`src/hdl/dpb_pkg.sv`:
```
package dpb_pkg;

  localparam int RAW_W     = 16;
  localparam int SCALE_W   = 24;
  localparam int WIDTH_W   = 13;
  localparam int COEF_W    = 32;
  localparam int OUT_W     = 32;
  localparam int CNT_W     = 12;
  localparam int MAX_WIDTH  = 4096;
  localparam int MAX_HEIGHT = 4096;

  localparam int D_W      = RAW_W + SCALE_W;
  localparam int S_W      = 46;
  localparam int MAG_W    = S_W - 1;
  localparam int MUL_A_W  = 33;
  localparam int MUL_B_W  = 25;
  localparam int PROD_W   = MUL_A_W + MUL_B_W;
  localparam int ACC_W    = 86;
  localparam int CFG_IDX_W = 3;

  localparam logic [SCALE_W-1:0] METRE_SCALE_RST = 24'd16777;
  localparam logic [WIDTH_W-1:0] IMAGE_WIDTH_RST = 13'd640;
  localparam logic [COEF_W-1:0]  INV_F_RST       = 32'h1000_0000;

  typedef enum logic [CFG_IDX_W-1:0] {
    REG_CALIB_LOADED = 3'd0,
    REG_METRE_SCALE  = 3'd1,
    REG_IMAGE_WIDTH  = 3'd2,
    REG_INV_FX       = 3'd3,
    REG_SKEW_TERM    = 3'd4,
    REG_X_OFFSET     = 3'd5,
    REG_INV_FY       = 3'd6,
    REG_Y_OFFSET     = 3'd7
  } cfg_reg_t;

  typedef enum logic [4:0] {
    ST_IDLE, ST_D, ST_FX, ST_SK, ST_FY, ST_SY, ST_ABS,
    ST_X0, ST_X1, ST_X2, ST_X3, ST_X4, ST_XR,
    ST_Y0, ST_Y1, ST_Y2, ST_Y3, ST_Y4, ST_YR,
    ST_EMIT
  } state_t;

  typedef enum logic [3:0] {
    MUL_NONE, MUL_D, MUL_FX, MUL_SK, MUL_FY,
    MUL_LL, MUL_LH, MUL_HL, MUL_HH
  } mul_sel_t;

  typedef enum logic [3:0] {
    ACC_HOLD, ACC_D, ACC_SX_INIT, ACC_SX_ADD, ACC_SY_INIT, ACC_ABS,
    ACC_INIT, ACC_ADD24, ACC_ADD32, ACC_ADD56, ACC_RND
  } acc_sel_t;

  typedef struct packed {
    logic     take;
    mul_sel_t mul_sel;
    acc_sel_t acc_sel;
    logic     coord_y;
    logic     out_load;
  } cmd_t;

  typedef struct packed {
    logic calib;
    logic raw_nz;
    logic last;
  } sts_t;

endpackage

```
`src/hdl/dpb_ifs.sv`:
```
interface dpb_pixel_if;
  logic                          valid;
  logic                          ready;
  logic [dpb_pkg::RAW_W-1:0]     depth_raw;
  logic                          frame_last;

  modport source (output valid, depth_raw, frame_last, input ready);
  modport sink (input valid, depth_raw, frame_last, output ready);
endinterface

interface dpb_point_if;
  logic                              valid;
  logic                              ready;
  logic signed [dpb_pkg::OUT_W-1:0]  point_x;
  logic signed [dpb_pkg::OUT_W-1:0]  point_y;
  logic signed [dpb_pkg::OUT_W-1:0]  point_z;
  logic                              point_valid;
  logic                              frame_end;

  modport source (output valid, point_x, point_y, point_z, point_valid, frame_end,
                  input ready);
  modport sink (input valid, point_x, point_y, point_z, point_valid, frame_end,
                output ready);
endinterface

```
`src/hdl/depth_pixel_backprojection_unit.sv`:
```
// Back-projects a raster stream of raw depth pixels into camera-frame points (signed
// Q16.16 metres, saturated), one pixel beat at a time. A pixel is dropped when it is
// zero or when calibration is not loaded, but a zero pixel that closes the frame is
// emitted as an empty point once calibration is loaded. A nonzero pixel is stepped by
// the sequencer through the single shared 33x25-bit multiplier: the depth scale, the
// three matrix products and four partial products each for x and y. The result
// register lets the next pixel be taken while a point still waits downstream.
module depth_pixel_backprojection_unit (
  input  logic                            clk,
  input  logic                            rst,
  dpb_pixel_if.sink                       pixel,
  dpb_point_if.source                     point,
  input  logic                            cfg_we,
  input  logic [dpb_pkg::CFG_IDX_W-1:0]   cfg_index,
  input  logic [dpb_pkg::COEF_W-1:0]      cfg_data
);

  dpb_pkg::cmd_t cmd;
  dpb_pkg::sts_t sts;

  dpb_ctrl u_ctrl (
    .clk       (clk),
    .rst       (rst),
    .in_valid  (pixel.valid),
    .in_ready  (pixel.ready),
    .out_valid (point.valid),
    .out_ready (point.ready),
    .sts       (sts),
    .cmd       (cmd)
  );

  dpb_datapath u_datapath (
    .clk         (clk),
    .rst         (rst),
    .cfg_we      (cfg_we),
    .cfg_index   (cfg_index),
    .cfg_data    (cfg_data),
    .depth_raw   (pixel.depth_raw),
    .frame_last  (pixel.frame_last),
    .cmd         (cmd),
    .sts         (sts),
    .point_x     (point.point_x),
    .point_y     (point.point_y),
    .point_z     (point.point_z),
    .point_valid (point.point_valid),
    .frame_end   (point.frame_end)
  );

endmodule

```
`src/hdl/dpb_ctrl.sv`:
```
module dpb_ctrl (
  input  logic          clk,
  input  logic          rst,
  input  logic          in_valid,
  output logic          in_ready,
  output logic          out_valid,
  input  logic          out_ready,
  input  dpb_pkg::sts_t sts,
  output dpb_pkg::cmd_t cmd
);

  dpb_pkg::state_t state;
  dpb_pkg::state_t state_next;
  logic            out_free;
  logic            take;

  assign out_free = !out_valid || out_ready;
  assign take     = (state == dpb_pkg::ST_IDLE) && in_valid;
  assign in_ready = (state == dpb_pkg::ST_IDLE);

  always_ff @(posedge clk) begin
    if (rst) begin
      state     <= dpb_pkg::ST_IDLE;
      out_valid <= 1'b0;
    end else begin
      state <= state_next;
      if (cmd.out_load) begin
        out_valid <= 1'b1;
      end else if (out_ready) begin
        out_valid <= 1'b0;
      end
    end
  end

  always_comb begin
    state_next = state;
    unique case (state)
      dpb_pkg::ST_IDLE: begin
        if (take && sts.calib && sts.raw_nz) begin
          state_next = dpb_pkg::ST_D;
        end else if (take && sts.calib && sts.last) begin
          state_next = dpb_pkg::ST_EMIT;
        end
      end
      dpb_pkg::ST_D:   state_next = dpb_pkg::ST_FX;
      dpb_pkg::ST_FX:  state_next = dpb_pkg::ST_SK;
      dpb_pkg::ST_SK:  state_next = dpb_pkg::ST_FY;
      dpb_pkg::ST_FY:  state_next = dpb_pkg::ST_SY;
      dpb_pkg::ST_SY:  state_next = dpb_pkg::ST_ABS;
      dpb_pkg::ST_ABS: state_next = dpb_pkg::ST_X0;
      dpb_pkg::ST_X0:  state_next = dpb_pkg::ST_X1;
      dpb_pkg::ST_X1:  state_next = dpb_pkg::ST_X2;
      dpb_pkg::ST_X2:  state_next = dpb_pkg::ST_X3;
      dpb_pkg::ST_X3:  state_next = dpb_pkg::ST_X4;
      dpb_pkg::ST_X4:  state_next = dpb_pkg::ST_XR;
      dpb_pkg::ST_XR:  state_next = dpb_pkg::ST_Y0;
      dpb_pkg::ST_Y0:  state_next = dpb_pkg::ST_Y1;
      dpb_pkg::ST_Y1:  state_next = dpb_pkg::ST_Y2;
      dpb_pkg::ST_Y2:  state_next = dpb_pkg::ST_Y3;
      dpb_pkg::ST_Y3:  state_next = dpb_pkg::ST_Y4;
      dpb_pkg::ST_Y4:  state_next = dpb_pkg::ST_YR;
      dpb_pkg::ST_YR:  state_next = dpb_pkg::ST_EMIT;
      dpb_pkg::ST_EMIT: begin
        if (out_free) begin
          state_next = dpb_pkg::ST_IDLE;
        end
      end
      default: state_next = dpb_pkg::ST_IDLE;
    endcase
  end

  always_comb begin
    cmd          = '0;
    cmd.take     = take;
    cmd.mul_sel  = dpb_pkg::MUL_NONE;
    cmd.acc_sel  = dpb_pkg::ACC_HOLD;
    unique case (state)
      dpb_pkg::ST_IDLE: ;
      dpb_pkg::ST_D:   cmd.mul_sel = dpb_pkg::MUL_D;
      dpb_pkg::ST_FX: begin
        cmd.mul_sel = dpb_pkg::MUL_FX;
        cmd.acc_sel = dpb_pkg::ACC_D;
      end
      dpb_pkg::ST_SK: begin
        cmd.mul_sel = dpb_pkg::MUL_SK;
        cmd.acc_sel = dpb_pkg::ACC_SX_INIT;
      end
      dpb_pkg::ST_FY: begin
        cmd.mul_sel = dpb_pkg::MUL_FY;
        cmd.acc_sel = dpb_pkg::ACC_SX_ADD;
      end
      dpb_pkg::ST_SY:  cmd.acc_sel = dpb_pkg::ACC_SY_INIT;
      dpb_pkg::ST_ABS: cmd.acc_sel = dpb_pkg::ACC_ABS;
      dpb_pkg::ST_X0:  cmd.mul_sel = dpb_pkg::MUL_LL;
      dpb_pkg::ST_X1: begin
        cmd.mul_sel = dpb_pkg::MUL_LH;
        cmd.acc_sel = dpb_pkg::ACC_INIT;
      end
      dpb_pkg::ST_X2: begin
        cmd.mul_sel = dpb_pkg::MUL_HL;
        cmd.acc_sel = dpb_pkg::ACC_ADD24;
      end
      dpb_pkg::ST_X3: begin
        cmd.mul_sel = dpb_pkg::MUL_HH;
        cmd.acc_sel = dpb_pkg::ACC_ADD32;
      end
      dpb_pkg::ST_X4:  cmd.acc_sel = dpb_pkg::ACC_ADD56;
      dpb_pkg::ST_XR:  cmd.acc_sel = dpb_pkg::ACC_RND;
      dpb_pkg::ST_Y0: begin
        cmd.coord_y = 1'b1;
        cmd.mul_sel = dpb_pkg::MUL_LL;
      end
      dpb_pkg::ST_Y1: begin
        cmd.coord_y = 1'b1;
        cmd.mul_sel = dpb_pkg::MUL_LH;
        cmd.acc_sel = dpb_pkg::ACC_INIT;
      end
      dpb_pkg::ST_Y2: begin
        cmd.coord_y = 1'b1;
        cmd.mul_sel = dpb_pkg::MUL_HL;
        cmd.acc_sel = dpb_pkg::ACC_ADD24;
      end
      dpb_pkg::ST_Y3: begin
        cmd.coord_y = 1'b1;
        cmd.mul_sel = dpb_pkg::MUL_HH;
        cmd.acc_sel = dpb_pkg::ACC_ADD32;
      end
      dpb_pkg::ST_Y4: begin
        cmd.coord_y = 1'b1;
        cmd.acc_sel = dpb_pkg::ACC_ADD56;
      end
      dpb_pkg::ST_YR: begin
        cmd.coord_y = 1'b1;
        cmd.acc_sel = dpb_pkg::ACC_RND;
      end
      dpb_pkg::ST_EMIT: cmd.out_load = out_free;
      default: ;
    endcase
  end

`ifndef ASSERT_OFF
  a_drop_uncal: assert property (@(posedge clk) disable iff (rst)
    take && !sts.calib |=> state == dpb_pkg::ST_IDLE)
    else $error("uncalibrated beat left idle");

  a_start_calc: assert property (@(posedge clk) disable iff (rst)
    take && sts.calib && sts.raw_nz |=> state == dpb_pkg::ST_D)
    else $error("nonzero pixel did not start the sequence");

  a_zero_last: assert property (@(posedge clk) disable iff (rst)
    take && sts.calib && !sts.raw_nz && sts.last |=> state == dpb_pkg::ST_EMIT)
    else $error("empty frame-end beat not emitted");

  a_emit: assert property (@(posedge clk) disable iff (rst)
    state == dpb_pkg::ST_EMIT && out_free |=> out_valid && state == dpb_pkg::ST_IDLE)
    else $error("emit did not present a result");
`endif

endmodule

```
`src/hdl/dpb_datapath.sv`:
```
module dpb_datapath (
  input  logic                                  clk,
  input  logic                                  rst,
  input  logic                                  cfg_we,
  input  logic [dpb_pkg::CFG_IDX_W-1:0]         cfg_index,
  input  logic [dpb_pkg::COEF_W-1:0]            cfg_data,
  input  logic [dpb_pkg::RAW_W-1:0]             depth_raw,
  input  logic                                  frame_last,
  input  dpb_pkg::cmd_t                         cmd,
  output dpb_pkg::sts_t                         sts,
  output logic signed [dpb_pkg::OUT_W-1:0]      point_x,
  output logic signed [dpb_pkg::OUT_W-1:0]      point_y,
  output logic signed [dpb_pkg::OUT_W-1:0]      point_z,
  output logic                                  point_valid,
  output logic                                  frame_end
);

  logic                                calib_loaded;
  logic [dpb_pkg::SCALE_W-1:0]         metre_scale;
  logic [dpb_pkg::WIDTH_W-1:0]         image_width;
  logic [dpb_pkg::COEF_W-1:0]          inv_fx;
  logic [dpb_pkg::COEF_W-1:0]          skew_term;
  logic [dpb_pkg::COEF_W-1:0]          x_offset;
  logic [dpb_pkg::COEF_W-1:0]          inv_fy;
  logic [dpb_pkg::COEF_W-1:0]          y_offset;

  logic [dpb_pkg::CNT_W-1:0]           column_count;
  logic [dpb_pkg::CNT_W-1:0]           row_count;
  logic [dpb_pkg::CNT_W-1:0]           column_count_next;
  logic [dpb_pkg::CNT_W-1:0]           row_count_next;

  logic [dpb_pkg::RAW_W-1:0]           raw_op;
  logic [dpb_pkg::CNT_W-1:0]           col_op;
  logic [dpb_pkg::CNT_W-1:0]           row_op;
  logic                                last_op;
  logic                                ptv_op;

  logic signed [dpb_pkg::MUL_A_W-1:0]  mul_a;
  logic signed [dpb_pkg::MUL_B_W-1:0]  mul_b;
  logic signed [dpb_pkg::PROD_W-1:0]   prod;
  logic [dpb_pkg::D_W-1:0]             d_val;
  logic signed [dpb_pkg::S_W-1:0]      sx;
  logic signed [dpb_pkg::S_W-1:0]      sy;
  logic [dpb_pkg::MAG_W-1:0]           mag_x;
  logic [dpb_pkg::MAG_W-1:0]           mag_y;
  logic                                neg_x;
  logic                                neg_y;
  logic [dpb_pkg::ACC_W-1:0]           acc;
  logic [dpb_pkg::OUT_W-1:0]           res_x;
  logic [dpb_pkg::OUT_W-1:0]           res_y;
  logic [dpb_pkg::OUT_W-1:0]           res_z;

  logic [dpb_pkg::MAG_W-1:0]           mag_sel;
  logic [dpb_pkg::ACC_W-1:0]           part;
  logic [dpb_pkg::WIDTH_W-1:0]         width_eff;
  logic [dpb_pkg::WIDTH_W-1:0]         col_inc;
  logic [dpb_pkg::WIDTH_W-1:0]         row_inc;
  logic [dpb_pkg::D_W:0]               z_sum;
  logic                                rnd_neg;
  logic                                rnd_sat;
  logic [dpb_pkg::OUT_W-1:0]           rnd_q;
  logic [dpb_pkg::OUT_W-1:0]           rnd_val;

  assign sts.calib  = calib_loaded;
  assign sts.raw_nz = |depth_raw;
  assign sts.last   = frame_last;

  always_ff @(posedge clk) begin
    if (rst) begin
      calib_loaded <= 1'b0;
      metre_scale  <= dpb_pkg::METRE_SCALE_RST;
      image_width  <= dpb_pkg::IMAGE_WIDTH_RST;
      inv_fx       <= dpb_pkg::INV_F_RST;
      skew_term    <= '0;
      x_offset     <= '0;
      inv_fy       <= dpb_pkg::INV_F_RST;
      y_offset     <= '0;
    end else if (cfg_we) begin
      unique case (dpb_pkg::cfg_reg_t'(cfg_index))
        dpb_pkg::REG_CALIB_LOADED: calib_loaded <= cfg_data[0];
        dpb_pkg::REG_METRE_SCALE:  metre_scale  <= cfg_data[dpb_pkg::SCALE_W-1:0];
        dpb_pkg::REG_IMAGE_WIDTH:  image_width  <= cfg_data[dpb_pkg::WIDTH_W-1:0];
        dpb_pkg::REG_INV_FX:       inv_fx       <= cfg_data;
        dpb_pkg::REG_SKEW_TERM:    skew_term    <= cfg_data;
        dpb_pkg::REG_X_OFFSET:     x_offset     <= cfg_data;
        dpb_pkg::REG_INV_FY:       inv_fy       <= cfg_data;
        dpb_pkg::REG_Y_OFFSET:     y_offset     <= cfg_data;
        default: ;
      endcase
    end
  end

  // raster position: wrap the column at the row end, clear both at frame end
  always_comb begin
    width_eff = (image_width == '0) ? dpb_pkg::WIDTH_W'(1) : image_width;
    col_inc   = {1'b0, column_count} + dpb_pkg::WIDTH_W'(1);
    row_inc   = {1'b0, row_count} + dpb_pkg::WIDTH_W'(1);
    if (frame_last) begin
      column_count_next = '0;
      row_count_next    = '0;
    end else if (col_inc >= width_eff || col_inc >= dpb_pkg::WIDTH_W'(dpb_pkg::MAX_WIDTH)) begin
      column_count_next = '0;
      row_count_next    = (row_inc >= dpb_pkg::WIDTH_W'(dpb_pkg::MAX_HEIGHT))
                          ? '0 : row_inc[dpb_pkg::CNT_W-1:0];
    end else begin
      column_count_next = col_inc[dpb_pkg::CNT_W-1:0];
      row_count_next    = row_count;
    end
  end

  always_ff @(posedge clk) begin
    if (rst) begin
      column_count <= '0;
      row_count    <= '0;
    end else if (cmd.take) begin
      column_count <= column_count_next;
      row_count    <= row_count_next;
    end
  end

  always_ff @(posedge clk) begin
    if (cmd.take) begin
      raw_op  <= depth_raw;
      col_op  <= column_count;
      row_op  <= row_count;
      last_op <= frame_last;
      ptv_op  <= |depth_raw;
    end
  end

  always_comb begin
    mag_sel = cmd.coord_y ? mag_y : mag_x;
    mul_a   = '0;
    mul_b   = '0;
    case (cmd.mul_sel)
      dpb_pkg::MUL_D: begin
        mul_a = {17'b0, raw_op};
        mul_b = {1'b0, metre_scale};
      end
      dpb_pkg::MUL_FX: begin
        mul_a = {inv_fx[31], inv_fx};
        mul_b = {13'b0, col_op};
      end
      dpb_pkg::MUL_SK: begin
        mul_a = {skew_term[31], skew_term};
        mul_b = {13'b0, row_op};
      end
      dpb_pkg::MUL_FY: begin
        mul_a = {inv_fy[31], inv_fy};
        mul_b = {13'b0, row_op};
      end
      dpb_pkg::MUL_LL: begin
        mul_a = {1'b0, mag_sel[31:0]};
        mul_b = {1'b0, d_val[23:0]};
      end
      dpb_pkg::MUL_LH: begin
        mul_a = {1'b0, mag_sel[31:0]};
        mul_b = {9'b0, d_val[39:24]};
      end
      dpb_pkg::MUL_HL: begin
        mul_a = {20'b0, mag_sel[44:32]};
        mul_b = {1'b0, d_val[23:0]};
      end
      dpb_pkg::MUL_HH: begin
        mul_a = {20'b0, mag_sel[44:32]};
        mul_b = {9'b0, d_val[39:24]};
      end
      default: ;
    endcase
  end

  always_ff @(posedge clk) begin
    prod <= mul_a * mul_b;
  end

  // round half away from zero on the magnitude, then saturate
  always_comb begin
    part    = {30'b0, prod[55:0]};
    z_sum   = {1'b0, d_val} + (dpb_pkg::D_W+1)'(128);
    rnd_neg = cmd.coord_y ? neg_y : neg_x;
    rnd_sat = (|acc[85:68]) | acc[67];
    rnd_q   = acc[67:36];
    if (rnd_neg) begin
      rnd_val = rnd_sat ? 32'h8000_0000 : (32'd0 - rnd_q);
    end else begin
      rnd_val = rnd_sat ? 32'h7FFF_FFFF : rnd_q;
    end
  end

  always_ff @(posedge clk) begin
    case (cmd.acc_sel)
      dpb_pkg::ACC_D:       d_val <= prod[dpb_pkg::D_W-1:0];
      dpb_pkg::ACC_SX_INIT: sx <= $signed({{14{x_offset[31]}}, x_offset})
                                  + prod[dpb_pkg::S_W-1:0];
      dpb_pkg::ACC_SX_ADD:  sx <= sx + prod[dpb_pkg::S_W-1:0];
      dpb_pkg::ACC_SY_INIT: sy <= $signed({{14{y_offset[31]}}, y_offset})
                                  + prod[dpb_pkg::S_W-1:0];
      dpb_pkg::ACC_ABS: begin
        neg_x <= sx[dpb_pkg::S_W-1];
        neg_y <= sy[dpb_pkg::S_W-1];
        mag_x <= sx[dpb_pkg::S_W-1] ? dpb_pkg::MAG_W'(-sx) : sx[dpb_pkg::MAG_W-1:0];
        mag_y <= sy[dpb_pkg::S_W-1] ? dpb_pkg::MAG_W'(-sy) : sy[dpb_pkg::MAG_W-1:0];
        res_z <= (z_sum[40:39] != 2'b00) ? 32'h7FFF_FFFF : {1'b0, z_sum[38:8]};
      end
      dpb_pkg::ACC_INIT:  acc <= part + (dpb_pkg::ACC_W'(1) << 35);
      dpb_pkg::ACC_ADD24: acc <= acc + (part << 24);
      dpb_pkg::ACC_ADD32: acc <= acc + (part << 32);
      dpb_pkg::ACC_ADD56: acc <= acc + (part << 56);
      dpb_pkg::ACC_RND: begin
        if (cmd.coord_y) begin
          res_y <= rnd_val;
        end else begin
          res_x <= rnd_val;
        end
      end
      default: ;
    endcase
  end

  always_ff @(posedge clk) begin
    if (cmd.out_load) begin
      point_x     <= ptv_op ? res_x : '0;
      point_y     <= ptv_op ? res_y : '0;
      point_z     <= ptv_op ? res_z : '0;
      point_valid <= ptv_op;
      frame_end   <= last_op;
    end
  end

endmodule
```
`src/flat_wrapper.sv`:
```
// flat-port wrapper written by rule: the top's interface ports become plain ports
module depth_pixel_backprojection_unit_flat 
  (clk, rst, cfg_we, cfg_index, cfg_data, pixel_valid, pixel_depth_raw, pixel_frame_last, pixel_ready, point_valid, point_point_x, point_point_y, point_point_z, point_point_valid, point_frame_end, point_ready);
  dpb_pixel_if pixel_i ();
  dpb_point_if point_i ();
  input  logic clk;
  input  logic rst;
  input  logic cfg_we;
  input  logic [dpb_pkg::CFG_IDX_W-1:0] cfg_index;
  input  logic [dpb_pkg::COEF_W-1:0] cfg_data;
  input wire logic [$bits(pixel_i.valid)-1:0] pixel_valid;
  input wire logic [$bits(pixel_i.depth_raw)-1:0] pixel_depth_raw;
  input wire logic [$bits(pixel_i.frame_last)-1:0] pixel_frame_last;
  output wire logic [$bits(pixel_i.ready)-1:0] pixel_ready;
  output wire logic [$bits(point_i.valid)-1:0] point_valid;
  output wire logic [$bits(point_i.point_x)-1:0] point_point_x;
  output wire logic [$bits(point_i.point_y)-1:0] point_point_y;
  output wire logic [$bits(point_i.point_z)-1:0] point_point_z;
  output wire logic [$bits(point_i.point_valid)-1:0] point_point_valid;
  output wire logic [$bits(point_i.frame_end)-1:0] point_frame_end;
  input wire logic [$bits(point_i.ready)-1:0] point_ready;
  assign pixel_i.valid = pixel_valid;
  assign pixel_i.depth_raw = pixel_depth_raw;
  assign pixel_i.frame_last = pixel_frame_last;
  assign pixel_ready = pixel_i.ready;
  assign point_valid = point_i.valid;
  assign point_point_x = point_i.point_x;
  assign point_point_y = point_i.point_y;
  assign point_point_z = point_i.point_z;
  assign point_point_valid = point_i.point_valid;
  assign point_frame_end = point_i.frame_end;
  assign point_i.ready = point_ready;
  depth_pixel_backprojection_unit u_core (.clk(clk), .rst(rst), .pixel(pixel_i), .point(point_i), .cfg_we(cfg_we), .cfg_index(cfg_index), .cfg_data(cfg_data));
endmodule
```
`config.mk`:
```
export PLATFORM = sky130hd
export DESIGN_NAME = depth_pixel_backprojection_unit_flat
export DESIGN_NICKNAME = d
export VERILOG_FILES = /design/src/hdl/dpb_pkg.sv /design/src/hdl/dpb_ifs.sv /design/src/hdl/depth_pixel_backprojection_unit.sv /design/src/hdl/dpb_ctrl.sv /design/src/hdl/dpb_datapath.sv /design/src/flat_wrapper.sv
export SDC_FILE = /design/constraint.sdc
export NUM_CORES = 2
export LEC_CHECK = 0
export ABC_AREA = 1
export BUFFER_PORTS_ARGS = -buffer_cell sky130_fd_sc_hd__buf_2
export CAP_MARGIN = 15
export CELL_PAD_IN_SITES_DETAIL_PLACEMENT = 0
export CELL_PAD_IN_SITES_GLOBAL_PLACEMENT = 1
export CORE_MARGIN = 4
export CORE_UTILIZATION = 49
export CTS_CLUSTER_DIAMETER = 80
export DETAILED_ROUTE_END_ITERATION = 10
export HOLD_SLACK_MARGIN = 0.03
export MAX_ROUTING_LAYER = met4
export PLACE_DENSITY = 0.92
export SETUP_SLACK_MARGIN = 0.15
export SYNTH_ARGS = -nofsm -noshare
export SYNTH_HDL_FRONTEND = slang
export SYNTH_SLANG_ARGS = --single-unit
```
`constraint.sdc`:
```
create_clock -name clk -period 12.4 [get_ports clk]
set_input_delay 2.48 -clock clk [delete_from_list [all_inputs] [get_ports clk]]
set_output_delay 2.48 -clock clk [all_outputs]
set_load 0.02 [all_outputs]
```
* Word-level counts from Yosys, hierarchy flattened
Cells that the tools add are included.
** Word-level totals
- Flip-flop bits (word level) :: 830
- Output and inout port bits :: 100
- Word-level logic and storage cells :: 168
- Input port bits :: 57
** Cells by class
- $mul :: 1
- Eq/ne operators :: 46
- Bitwise logic cells :: 2
- Add/sub/neg operators :: 13
- Multiplexer cells :: 27
- $lt $le $gt $ge :: 3
- Reduce and logical (&&, ||, !) cells :: 41
** Operator list (number)
- 86-bit one-hot mux with 4 select lines :: 1
- 33-bit one-hot mux with 6 select lines :: 1
- 86-bit adder :: 2
- 46-bit adder :: 3
- 45-bit 2-to-1 mux :: 3
- 24-bit one-hot mux with 5 select lines :: 1
- 5-bit one-hot mux with 20 select lines :: 1
- 32-bit 2-to-1 mux :: 3
- 46-bit one-hot mux with 2 select lines :: 1
- 45-bit negator :: 2
- 86-bit by 80-bit adder with 86-bit output :: 1
- 12-bit 2-to-1 mux :: 5
- 56-bit by 36-bit adder with 57-bit output, second input constant :: 1
- 33-bit by 25-bit multiplier with 56-bit output :: 1
- 40-bit by 8-bit adder with 41-bit output, second input constant :: 1
- 5-bit by 4-bit equality test with 1-bit output, second input constant :: 8
- 4-bit one-hot mux with 10 select lines :: 1
- 4-bit by 3-bit equality test with 1-bit output, second input constant :: 8
- 4-bit one-hot mux with 8 select lines :: 1
- 1-bit by 32-bit subtractor with 32-bit output, first input constant :: 1
- 12-bit by 1-bit adder with 13-bit output, second input constant :: 2
- 13-bit greater-or-equal comparator, second input constant :: 2
- 2-bit AND reduction :: 12
- 2-bit OR reduction :: 11
- 29 further kinds :: 60

* Depth between registers and ports, before layout
- Word-level depth :: 7
- Depth in mapped cells :: 42

* By module
From an unflattened synthesis, not the netlist that was laid out.
** Second synthesis, totals
- Cell total of the unflattened synthesis :: 11089
- Area total of the unflattened synthesis :: 81887.3 um2
** Modules (own cells, without submodules)
- dpb_datapath :: area an instance 81225.4 um2, cells each 10973, sequential area each 21180.3 um2, times used 1
- dpb_ctrl :: area an instance 661.9 um2, cells each 116, sequential area each 120.1 um2, times used 1

* Worst setup path before layout
No wires, ideal clock.
- Kind :: flip-flop to flip-flop
- From :: reg u_core.u_ctrl.state[2]
- To :: reg u_core.u_datapath.mag_x[0] (netlist name), enable pin
- Data required time :: 11.642 ns
- Path buffers :: 0
- Cell stages (with the launch flop) :: 5
- Arrival :: 8.991 ns
- Clock period less this slack :: 9.749 ns
- Setup time :: 0.758 ns
- Path slack :: 2.651 ns
- Cell sequence :: dfxtp_1 inv_1 nor2_1 inv_1 nor3_1
** On the way
- Word-level cells in the longest chain between the ends :: 4
- Elaborated cells on any way between the ends :: 22
** Ends and longest elaborated chain
- from (decl) :: RTL line dpb_ctrl.sv:12 : dpb_pkg::state_t state;
- from (signal assigned) :: RTL line dpb_ctrl.sv:23 : state <= dpb_pkg::ST_IDLE;
- from (signal assigned) :: RTL line dpb_ctrl.sv:26 : state <= state_next;
- 5-bit equality test / 5-bit by 4-bit equality test with 1-bit output (equally long branches) :: RTL line dpb_ctrl.sv:77 : unique case (state)
- 2-bit OR reduction (no source line)
- 4-bit one-hot mux with 10 select lines (*) :: RTL line dpb_ctrl.sv:77
- 4-bit by 3-bit equality test with 1-bit output (*) :: RTL line dpb_datapath.sv:191 : case (cmd.acc_sel)
- to (signal assigned) :: RTL line dpb_datapath.sv:201 : mag_x <= sx[dpb_pkg::S_W-1] ? dpb_pkg::MAG_W'(-sx) : sx[dpb_pkg::MAG_W-1:0];
- to (decl) :: RTL line dpb_datapath.sv:44 : logic [dpb_pkg::MAG_W-1:0] mag_x;
Mark *: on every way between the ends. The rest lies on a longest branch, timed or not.
A chain may end at the register's enable or synchronous reset.

* Worst setup path after layout
- From :: reg u_core.u_ctrl.state[4]
- To :: reg u_core.u_datapath.prod[37] (netlist name)
** On the way
- Word-level cells in the longest chain between the ends :: 7
- Elaborated cells on any way between the ends :: 38
** Ends and longest elaborated chain
- 5-bit equality test, or another cell as far along :: RTL line dpb_ctrl.sv:77
- 2-bit OR reduction (no source line)
- 4-bit one-hot mux with 8 select lines :: RTL line dpb_ctrl.sv:77
- 4-bit equality test, or another cell as far along :: RTL line dpb_datapath.sv:135 : case (cmd.mul_sel)
- 2-bit OR reduction (no source line)
- 33-bit one-hot mux with 6 select lines / 24-bit one-hot mux with 5 select lines (equally long branches) :: RTL line dpb_datapath.sv:135
- 33-bit by 25-bit multiplier with 56-bit output (*) :: RTL line dpb_datapath.sv:173 : prod <= mul_a * mul_b;
- to (signal assigned) :: RTL line dpb_datapath.sv:173
- to (decl) :: RTL line dpb_datapath.sv:40 : logic signed [dpb_pkg::PROD_W-1:0] prod;
Marks and branches as above.

==> flow_summary.ini <==
[run_status]
status = complete, no violations

[global_routing]
antenna_found_initial = 35
grt_overflow_total = 0
grt_max_degree = 114
grt_pass1_vias = 74500
track_usage_pct = 41.1
grt_pass1_wl_mm = 504

[placed_design]
gp_congestion = 1.06
port_buffers = 155
place_area_um2 = 85700
dp_hpwl_mm = 284

[die]
row_count = 150
io_pins = 157
core_um2 = 167000
die_x_um = 418
start_util_pct = 49.3
die_area_um2 = 175000
die_height_um = 418

[timing]
tightest_slew_ps = 1300
setup_violations = 0
finClkSkew_ps = 66.9
report.final.slew_viol_count = 0
grt_setup_unrepaired = no
min_period_ps = 10950
timing.setup.tns_ps = 0
max_freq_ghz = 0.0914
hold_violations = 0
hold_slack_ps = 454
fin_crit_sh_pct = 88.3
slew_headroom_pct = 12.7

[worst_setup_path]
cpMostUsedCell = fa_1
crit_arrival_ps = 11560
slowest_stage = a22oi_1
path_max_fanout = 29
crit_type = reg2reg
worstSetupStartpoint = u_core.u_ctrl.state[4]
r2r-end = u_core.u_datapath.prod[37]
regToRegStartpoint = u_core.u_ctrl.state[4]
rr_worst_depth = 31
rrSetupSlack_ps = 1450
max_stage_delay_ps = 1150
crit_path_end_kind = register
crit_path_start_kind = register
worstPathRequired_ps = 13020

[yosys]
syn_area_per_cell_um2 = 7.37
synth_ff_type = edfxtp_1
synth.area.mux_share_pct = 0
async_reset_ff_share_pct = 0
ys_ff_latch = 804
synth_top_area_share_pct = 19.4
synth_edf_count = 520
synth_area_leaders = fa_1 19%, edfxtp_1 19%, nand2_1 14%
yosysTopAreaCell = fa_1
netlist_instances = 11200
yosys_warnings = 0
synthXorXnorAreaFrac_pct = 3.32
ys_seq_area_share_pct = 25.9
synth-simple-area-share_pct = 24.9
yosys.area_share.adder_pct = 25.5
synth_top_family_by_area = adder cells
synth_compound_area_share_pct = 7.93
syn_area_um2 = 82300
synth_cell_type_count = 61

[clock_tree]
clk_pin_slew_worst_paths_ps = 60
cts.sinks = 804
cts_resized = 0
postCtsHoldBufs = 0
htree_levels = 3
post_cts_buffers = 0
clkLatencyLatePin_ps = 770
cts_max_path_buffers = 3
tritoncts = yes
cts_root_buf = clkbuf_16
cts_buffers = 96

[worst_hold_path]
min_from = u_core.u_datapath.inv_fy[29]
min_to = u_core.u_datapath.inv_fy[29]
hold_depth = 2
hold_path_class = reg2reg

[finish]
drive_above_1_share_pct = 5.00
mostFrequentLayoutCell = nand2_1
fin_area_um2 = 89300
final_cell_mix = 2965 x nand2_1, 2334 x inv_1, 1186 x nor2_1
fin_nets = 12600
n_fill_cell = 16300
multi_input_area_um2 = 51000
register_area_um2 = 21300
utilization_pct = 53.5
area_growth_pct = 8.52

[route]
drt-initial-drc-count = 9820
vias = 77300
postRouteAntennaNets = 0
wl_mm = 353
drc = 0
viasPerCell = 5.68
avgRoutedWirePerCell_um = 26.0
dr.pass1.iters = 6

[power]
p_leak_uw = 0.0451
powerDensity_nw_per_um2 = 164
peakVddDrop_v = 0.000124

[job]
maxCapViolations = 0
==> worst max-delay path: cells and delay by family (launching register included) <==
kind | cells | cell delay, ps
flip-flops | 1 | 620
AND/OR/NAND/NOR | 12 | 2360
adder cells (fa/ha/maj) | 8 | 4130
AO/OA/AOI/OAI | 3 | 1430
buffers and inverters | 8 | 2220
==> worst max path at each step <==
stage	depth (start not counted)	to
floorplan	4	u_core.u_datapath.mag_x[0]
global placement	30	u_core.u_datapath.prod[40]
detailed placement	30	u_core.u_datapath.prod[40]
CTS	30	u_core.u_datapath.prod[40]
global route	31	u_core.u_datapath.prod[37]
finish	31	u_core.u_datapath.prod[37]
==> kinds of logic (layout without fill, tap and decap cells) <==
| group | Yosys count | count (layout) |
|---|---|---|
| xor gates and xnor gates | 312 | 312 |
| and+or+nand+nor | 5049 | 5049 |
| adders and majority gates | 1199 | 1199 |
| AOI/OAI and AO/OA | 1162 | 1162 |
| other | 2 | 44 |
| buffers and inverters | 2641 | 2835 |
| DFF | 804 | 804 |
==> synthesized netlist by cell type, types with 16 or more instances <==
cell and instances:
a21o_1 24, a21oi_1 432, a221oi_1 18, a22oi_1 26, a31oi_1 26, buf_2 101, buf_4 39, clkbuf_1 133
dfxtp_1 284, edfxtp_1 520, fa_1 798, ha_1 401, inv_1 2335, inv_2 17, nand2_1 2966, nand2_2 17
nand3_1 507, nand3b_1 22, nand4_1 112, nor2_1 1193, nor3_1 123, nor4_1 36, o211ai_1 16, o21ai_0 485
o21bai_1 53, o31ai_1 23, or2_2 22, xnor2_1 79, xor2_1 233
==> final cells by class <==
| cell class | instances | share of cell area [%] |
|---|---|---|
| Clock buffer | 114 | 2.86 |
| Antenna cell | 23 | 0.0645 |
| Tap cell | 2204 | 3.09 |
| Clock inverter | 66 | 1.02 |
| Multi-Input combinational cell | 7743 | 57.1 |
| Inverter | 2357 | 9.92 |
| Sequential cell | 804 | 23.9 |
| Timing Repair Buffer | 298 | 2.11 |
==> power breakdown <==
part | total (uW) | switching (uW) | leakage (uW) | internal [uW]
Sequential | 3760 | 490 | 0.00707 | 3270
Combinational | 7790 | 5650 | 0.0364 | 2140
Clock | 3090 | 1300 | 0.00166 | 1800
Total | 14600 | 7440 | 0.0451 | 7200
==> per-layer routing <==
layer | part of all wire, % | vias up | global-route usage, %
met4 | 5.4 | 0 | 18.7
li1 | - | 34700 | -
met3 | 12 | 779 | 11.6
met5 | 0 | - | -
met1 | 40 | 37500 | 53.9
met2 | 42 | 4307 | 59.2
==> state kept, by name, summed over array words and instances, names as in the netlist, 32 cells and up <==
signal	cells
u_core.u_datapath.acc	62
u_core.u_datapath.inv_fy	32
u_core.u_datapath.point_y	32
u_core.u_datapath.sy	46
u_core.u_datapath.point_x	32
u_core.u_datapath.sx	46
u_core.u_datapath.res_y	32
u_core.u_datapath.skew_term	32
u_core.u_datapath.d_val	40
u_core.u_datapath.mag_y	45
u_core.u_datapath.prod	56
u_core.u_datapath.mag_x	45
u_core.u_datapath.res_x	32
u_core.u_datapath.inv_fx	32
u_core.u_datapath.x_offset	32
u_core.u_datapath.y_offset	32
==> stage by stage <==
stage	std cells	total power (uW)	worst slack [ps]
6_report	13600	14600	1450
5_1_grt	13600	15300	1090
4_1_cts	13600	14400	1610
3_5_place_dp	13400	11200	1670
3_3_place_gp	13400	11200	1400
2_1_floorplan	11200	8180	2650
(Power assumes the default switching activity.)
